--- src/hw/rtl/smwa_pkg.sv ---
`timescale 1ns / 1ps
// shared constants for the spectrum max-hold and window-average block
// no dependencies; imported by every module of the block
package smwa_pkg;

    // default sizing
    localparam int MAX_BINS_DEF     = 1024;
    localparam int WINDOW_DEPTH_DEF = 64;
    localparam int SAMPLE_BITS_DEF  = 24;

    // configuration port
    localparam int CFG_W          = 11;
    localparam int CFG_IDX_W      = 1;
    localparam int FRAME_BINS_W   = 11;
    localparam int AVG_WINDOW_W   = 7;
    localparam int FRAME_BINS_RST = 1024;
    localparam int AVG_WINDOW_RST = 1;

    localparam logic [CFG_IDX_W-1:0] CFG_FRAME_BINS = 1'd0;
    localparam logic [CFG_IDX_W-1:0] CFG_AVG_WINDOW = 1'd1;

    // clamp a raw register value into lo..hi
    function automatic int f_clamp(input int val, input int lo, input int hi);
        int res;
        res = val;
        if (val < lo) begin
            res = lo;
        end else if (val > hi) begin
            res = hi;
        end
        return res;
    endfunction

endpackage

--- src/hw/rtl/smwa_div.sv ---
`timescale 1ns / 1ps
// pipelined restoring divider, one quotient bit per stage, side data carried along
// depends on smwa_pkg for default sizing
module smwa_div
    import smwa_pkg::*;
#(
    parameter int DW     = SAMPLE_BITS_DEF + 7,
    parameter int VW     = 7,
    parameter int OUT_W  = SAMPLE_BITS_DEF,
    parameter int SIDE_W = 8
) (
    input  logic                    i_clk,
    input  logic                    i_rst_n,
    input  logic                    i_en,
    input  logic                    i_valid,
    input  logic signed [DW-1:0]    i_sum,
    input  logic [VW-1:0]           i_cnt,
    input  logic [SIDE_W-1:0]       i_side,
    output logic                    o_valid,
    output logic signed [OUT_W-1:0] o_quot,
    output logic                    o_qvalid,
    output logic [SIDE_W-1:0]       o_side
);

    logic              r_v    [DW+1];
    logic [DW-1:0]     r_dq   [DW+1];
    logic [VW-1:0]     r_rem  [DW+1];
    logic [VW-1:0]     r_d    [DW+1];
    logic              r_neg  [DW+1];
    logic [SIDE_W-1:0] r_side [DW+1];

    logic              r_o_valid;
    logic [OUT_W-1:0]  r_o_quot;
    logic              r_o_qvalid;
    logic [SIDE_W-1:0] r_o_side;
    logic [DW-1:0]     q_signed;

    // stage zero: magnitude and sign
    always_ff @(posedge i_clk) begin
        if (!i_rst_n) begin
            r_v[0] <= 1'b0;
        end else if (i_en) begin
            r_v[0] <= i_valid;
        end
        if (i_en && i_valid) begin
            r_dq[0]   <= i_sum[DW-1] ? DW'(-i_sum) : DW'(i_sum);
            r_rem[0]  <= '0;
            r_d[0]    <= i_cnt;
            r_neg[0]  <= i_sum[DW-1];
            r_side[0] <= i_side;
        end
    end

    for (genvar k = 1; k <= DW; k++) begin : g_stage
        logic [VW:0] trial;
        logic        take;
        always_comb begin
            trial = {r_rem[k-1], r_dq[k-1][DW-1]};
            take  = (trial >= {1'b0, r_d[k-1]});
        end
        always_ff @(posedge i_clk) begin
            if (!i_rst_n) begin
                r_v[k] <= 1'b0;
            end else if (i_en) begin
                r_v[k] <= r_v[k-1];
            end
            if (i_en && r_v[k-1]) begin
                r_rem[k]  <= take ? VW'(trial - {1'b0, r_d[k-1]}) : VW'(trial);
                r_dq[k]   <= {r_dq[k-1][DW-2:0], take};
                r_d[k]    <= r_d[k-1];
                r_neg[k]  <= r_neg[k-1];
                r_side[k] <= r_side[k-1];
            end
        end
    end

    assign q_signed = r_neg[DW] ? -r_dq[DW] : r_dq[DW];

    // output register
    always_ff @(posedge i_clk) begin
        if (!i_rst_n) begin
            r_o_valid <= 1'b0;
        end else if (i_en) begin
            r_o_valid <= r_v[DW];
        end
        if (i_en && r_v[DW]) begin
            r_o_qvalid <= (r_d[DW] != '0);
            r_o_quot   <= (r_d[DW] != '0) ? q_signed[OUT_W-1:0] : '0;
            r_o_side   <= r_side[DW];
        end
    end

    assign o_valid  = r_o_valid;
    assign o_quot   = r_o_quot;
    assign o_qvalid = r_o_qvalid;
    assign o_side   = r_o_side;

endmodule

--- config.mk ---
export PLATFORM = sky130hd
export DESIGN_NAME = smwa_div
export DESIGN_NICKNAME = d
export VERILOG_FILES = /design/src/hw/rtl/smwa_pkg.sv /design/src/hw/rtl/smwa_div.sv
export SDC_FILE = /design/constraint.sdc
export NUM_CORES = 2
export LEC_CHECK = 0
export BUFFER_PORTS_ARGS = -buffer_cell sky130_fd_sc_hd__buf_4
export CAP_MARGIN = 0
export CORE_MARGIN = 5
export CORE_UTILIZATION = 50
export CTS_CLUSTER_DIAMETER = 200
export DETAILED_ROUTE_END_ITERATION = 16
export GPL_TIMING_DRIVEN = 1
export HOLD_SLACK_MARGIN = 0.06
export PLACE_DENSITY = 0.77
export SYNTH_ARGS = -nofsm -noshare
export SYNTH_HDL_FRONTEND = slang
export SYNTH_SLANG_ARGS = --single-unit
export TNS_END_PERCENT = 100
--- constraint.sdc ---
create_clock -name i_clk -period 2.8 [get_ports i_clk]
set_input_delay 0.56 -clock i_clk [delete_from_list [all_inputs] [get_ports i_clk]]
set_output_delay 0.56 -clock i_clk [all_outputs]
set_load 0.01 [all_outputs]
# Word-level counts from Yosys, hierarchy flattened
# Memories as Yosys holds them, arrays and structs flattened. A register that Yosys moved wholly into a read port is not among the register bits.
# Index checks and enable logic that the tools add are counted.
# classes
add_sub_neg	33
order_cmp	31
mux	133
n_bitwise	32
reduce_logical	34
# ops
op	count
$ge 8x7->1	31
$mux 7	31
$sub 7x7->7	31
$mux 1	100
$logic_and 1x1->1	33
$or 1x1->1	32
$mux 31	1
$neg 31->31	1
$mux 24	1
$neg 24->24	1
$reduce_bool 7->1	1
# totals
register_bits	26
mem_bits_rw	1760
input_bits	50
out_inout_bits	34
elab_cells	272
n_memories	6
# memory_table
memory	depth	word_bits	rd	rd_clocked_by_memory_dff	write_ports	line	source
r_dq	32	31	32	0	32	smwa_div.sv:26	logic [DW-1:0] r_dq [DW+1];
r_side	32	8	32	1	32	smwa_div.sv:30	logic [SIDE_W-1:0] r_side [DW+1];
r_d	32	7	32	0	32	smwa_div.sv:28	logic [VW-1:0] r_d [DW+1];
r_rem	32	7	31	0	32	smwa_div.sv:27	logic [VW-1:0] r_rem [DW+1];
r_neg	32	1	32	0	32	smwa_div.sv:29	logic r_neg [DW+1];
r_v	32	1	32	0	32	smwa_div.sv:25	logic r_v [DW+1];

# Longest topological paths before layout
# logic_depth
ltp_word	4
depth_mapped	9
ltp_nobuf	9

# Least setup slack after synthesis
# Ideal clock, no wire load.
# synth_timing
path_kind	in2reg
startpoint	input port i_en
endpoint	memory r_d[1][3], in the netlist r_d[0][10], enable pin
setup_ns	0.416
arrival_time_ns	2.281
required_time_ns	2.384
path_slack_ns	0.103
stages	3
path_buffers	2
cell_sequence	clkbuf_1 > clkbuf_1 > and2_1
# synth_lines
element	line	source
from (decl)	smwa_div.sv:14	input logic i_en,
to (decl)	smwa_div.sv:28	

==> flow_summary.json <==
{
  "drc": 0,
  "die-width_microns": 358,
  "slowest_delay_ns": 0.46,
  "n_fill_cell": 8641,
  "routedWlPerCell_microns": 17.3,
  "whs_path_depth": 2,
  "htree_levels": 4,
  "syn_to_final_growth_pct": 14.0,
  "cts_tree": "done",
  "path_cells": "inv_1, ha_1, inv_1, fa_1, a211oi_2, nor2_1, or3_1, a21oi_4, mux2_2",
  "syn_inst": 3579,
  "synthSimpleGateAreaFrac_pct": 5.42,
  "instances_no_fill": 5592,
  "fp.dieH_microns": 358,
  "netlist_area_sq_um": 60600,
  "timing.rr.end": "r_rem[0][15]",
  "use_met1_pct": 17.2,
  "ys_ff_latch": 1584,
  "finalSetupViolations": 0,
  "async_flop_share_pct": 0,
  "min_period_ns": 2.73,
  "timing.hold.ws_ns": 0.108,
  "path_class": "reg2reg",
  "vias": 29700,
  "cts_num_sinks": 1584,
  "root_buffer": "clkbuf_16",
  "cp_slowest_cell": "fa_1",
  "max_cap_violations": 0,
  "yosysWarningCount": 0,
  "min_from": "i_sum[21]",
  "max_freq_mhz": 367,
  "fin_crit_sh_pct": 97.4,
  "finalWorstSetupSlack_ns": 0.0721,
  "dp_hpwl_microns": 60800,
  "grt_util_met3_pct": 2.88,
  "portBuffers": 83,
  "register_area_sq_um": 47500,
  "p_leak_uw": 0.0243,
  "grt_max_degree": 66,
  "grt_pass1_wl_microns": 157000,
  "use_met2_pct": 28.4,
  "synth.distinct_cells": 50,
  "status": "complete, no violations",
  "drive_above_1_share_pct": 11.5,
  "avgSynthCellArea_sq_um": 16.9,
  "start_util_pct": 50.5,
  "row_count": 127,
  "worst_ir_drop_vdd_mv": 0.692,
  "powerDensity_nw_per_um2": 680,
  "worst_slew_pin_slew_ns": 0.666,
  "die_area_sq_um": 128000,
  "drtAntennaViolNets": 0,
  "clk_path_buf_depth": 3,
  "hold_viol": 0,
  "io_pins": 84,
  "slew-limit-headroom_pct": 55.6,
  "grt_remaining_overflow": 0,
  "min_path_type": "in2reg",
  "path_max_fanout": 6,
  "synth_mux_area_share_pct": 0.805,
  "start_kind": "flop",
  "antenna_found_initial": 0,
  "grt_busiest_layer": "met2",
  "numCtsBuffers": 147,
  "multi_input_area_sq_um": 11700,
  "grt_pass1_vias": 30500,
  "worst_setup_path_end_kind": "flop",
  "syn-num-nets": 3872,
  "critical-path-top-cell-by-count": "inv_1",
  "dpl_cell_area_sq_um": 64100,
  "synth-compound-area-share_pct": 6.29,
  "arrival_ns": 3.24,
  "nNetsFinal": 4153,
  "synth_fa_ha_area_share_pct": 5.37,
  "drt_iter0_drc": 1994,
  "wirelength_microns": 96700,
  "clk_latency_ns": 0.76,
  "viasPerCell": 5.32,
  "fin_area_sq_um": 69100,
  "synth_ff_type": "edfxtp_1",
  "preCtsSetupSlack_ns": -0.00691,
  "track_usage_pct": 15.2,
  "drt_first_pass_iters": 7,
  "place_inst": 5296,
  "drv_slew": 0,
  "r2r_setup_slack_ns": 0.07,
  "synth_xor_area_share_pct": 1.16,
  "synth_top_family_by_area": "compound AO/OA/AOI/OAI gates",
  "ys_seq_area_share_pct": 78.4,
  "clk_pin_slew_worst_paths_ns": 0.06,
  "ff2ff_path_depth": 9,
  "diodes": 0,
  "synth_edf_count": 1582,
  "coreArea_sq_um": 120000,
  "power_uw": 47000,
  "place_congestion": 0.882,
  "timing.rr.start": "r_dq[0][61]",
  "crit_required_ns": 3.31,
  "finClkSkew_ns": 0.0371,
  "hold_end": "r_dq[0][21]"
}
==> cells by family (layout without fill, tap and decap cells) <==
family	count (synthesis)	after routing
flip-flops	1584	1584
XOR/XNOR	80	80
multiplexers	45	45
buffers and inverters	412	813
AND/OR/NAND/NOR	615	615
AO/OA/AOI/OAI	600	600
adder cells (fa/ha/maj)	243	243
==> layer usage <==
metal / vias up / wire length (microns)
li1: 14200 / -
met1: 14500 / 36600
met2: 828 / 52500
met3: 234 / 4360
met4: 0 / 3220
met5: - / 0
==> cells in the final DEF (no fill, tap or decap), drive strengths merged, types with 11 or more instances in the layout <==
cell type    netlist  layout
and2              56      56
a21oi             65      65
a211oi            58      58
clkinv             0      71
ha               214     214
nor3              40      40
nand2b            50      50
nor2             103     103
nand4             32      32
xnor2             30      30
inv              371     379
mux2i             15      15
a21boi            23      23
nand2             67      67
nand3            163     163
clkbuf            38     179
fa                29      29
nor3b             23      23
dlygate4sd3        0      21
nor2b             11      11
and3              37      37
nor4              14      14
o31ai            107     107
o21ai            243     243
xor2              50      50
a31oi             25      25
mux2              30      30
o21a              38      38
buf                3     152
edfxtp          1582    1582
==> worst max-delay path by stage <==
stage | startpoint | end | slack, ns | cells after the start
after global placement | r_dq[1][30] | r_rem[0][22] | 0.07 | 9
final | r_dq[0][61] | r_rem[0][15] | 0.07 | 9
after global routing | r_dq[0][61] | r_rem[0][16] | -0.02 | 9
after floorplan | i_en | r_d[0][10] | 0.10 | 3
after detailed placement | r_dq[1][30] | r_rem[0][26] | -0.007 | 9
after CTS | r_dq[2][61] | r_rem[0][46] | 0.004 | 9
==> layout make-up <==
cell class                      instances  area share (%)
Sequential cell                      1584            68.8
Multi-Input combinational cell       1583            16.9
Clock buffer                          179            5.59
Tap cell                             1612            2.92
Timing Repair Buffer                  173            2.53
Inverter                              371            2.02
Clock inverter                         90            1.24
==> power breakdown <==
group          total [uW]  internal [uW]  switching [uW]
Combinational        1290            464             825
Sequential          26400          26300             130
Clock               19200          10700            8600
Total               47000          37400            9550
==> cell usage after synthesis, drive strengths merged, types with 32 or more instances <==
library cell / instances / area share (%)
and3: 37 / 0.38
edfxtp: 1582 / 78
a21oi: 65 / 0.57
nand4: 32 / 0.35
o21a: 38 / 0.47
nand2b: 50 / 0.52
nor3: 40 / 0.33
nand2: 67 / 0.41
o21ai: 243 / 2.0
xor2: 50 / 0.72
a211oi: 58 / 0.72
inv: 371 / 2.3
o31ai: 107 / 1.4
ha: 214 / 4.4
nor2: 103 / 0.64
and2: 56 / 0.58
clkbuf: 38 / 0.24
nand3: 163 / 1.4
==> metrics by stage <==
stage	TNS, ns	util (%)
after floorplan	0	-
after global placement	0	53.3
after detailed placement	-0.0128	53.3
after CTS	0	57.4
after global routing	-0.0587	57.5
final	0	57.5
==> what timing repair did <==
item	in CTS	in global routing
hold endpoints to repair	21	0
gates resized for setup	2	12
pin swaps	0	6
cloned	0	0
hold buffers	21	0
setup buffers	0	6
endpoints found under the setup margin	10	30
==> flip-flops by register name (all words and copies together) (netlist names) <==
| name | count |
|---|---|
| o_quot | 24 |
| o_qvalid | 1 |
| o_side | 8 |
| o_valid | 1 |
| r_d | 224 |
| r_dq | 796 |
| r_neg | 32 |
| r_rem | 210 |
| r_side | 256 |
| r_v | 32 |
==> worst max-delay path: cells and delay by family, from the launching register on <==
kind                       cells  cell delay, ns
muxes                          1            0.37
and+or+nand+nor                2            0.48
AOI/OAI and AO/OA              2            0.50
adders and majority gates      2            0.62
buffers and inverters          2            0.14
DFF                            1            0.37
No activity file was read; power rests on OpenSTA's default activity.
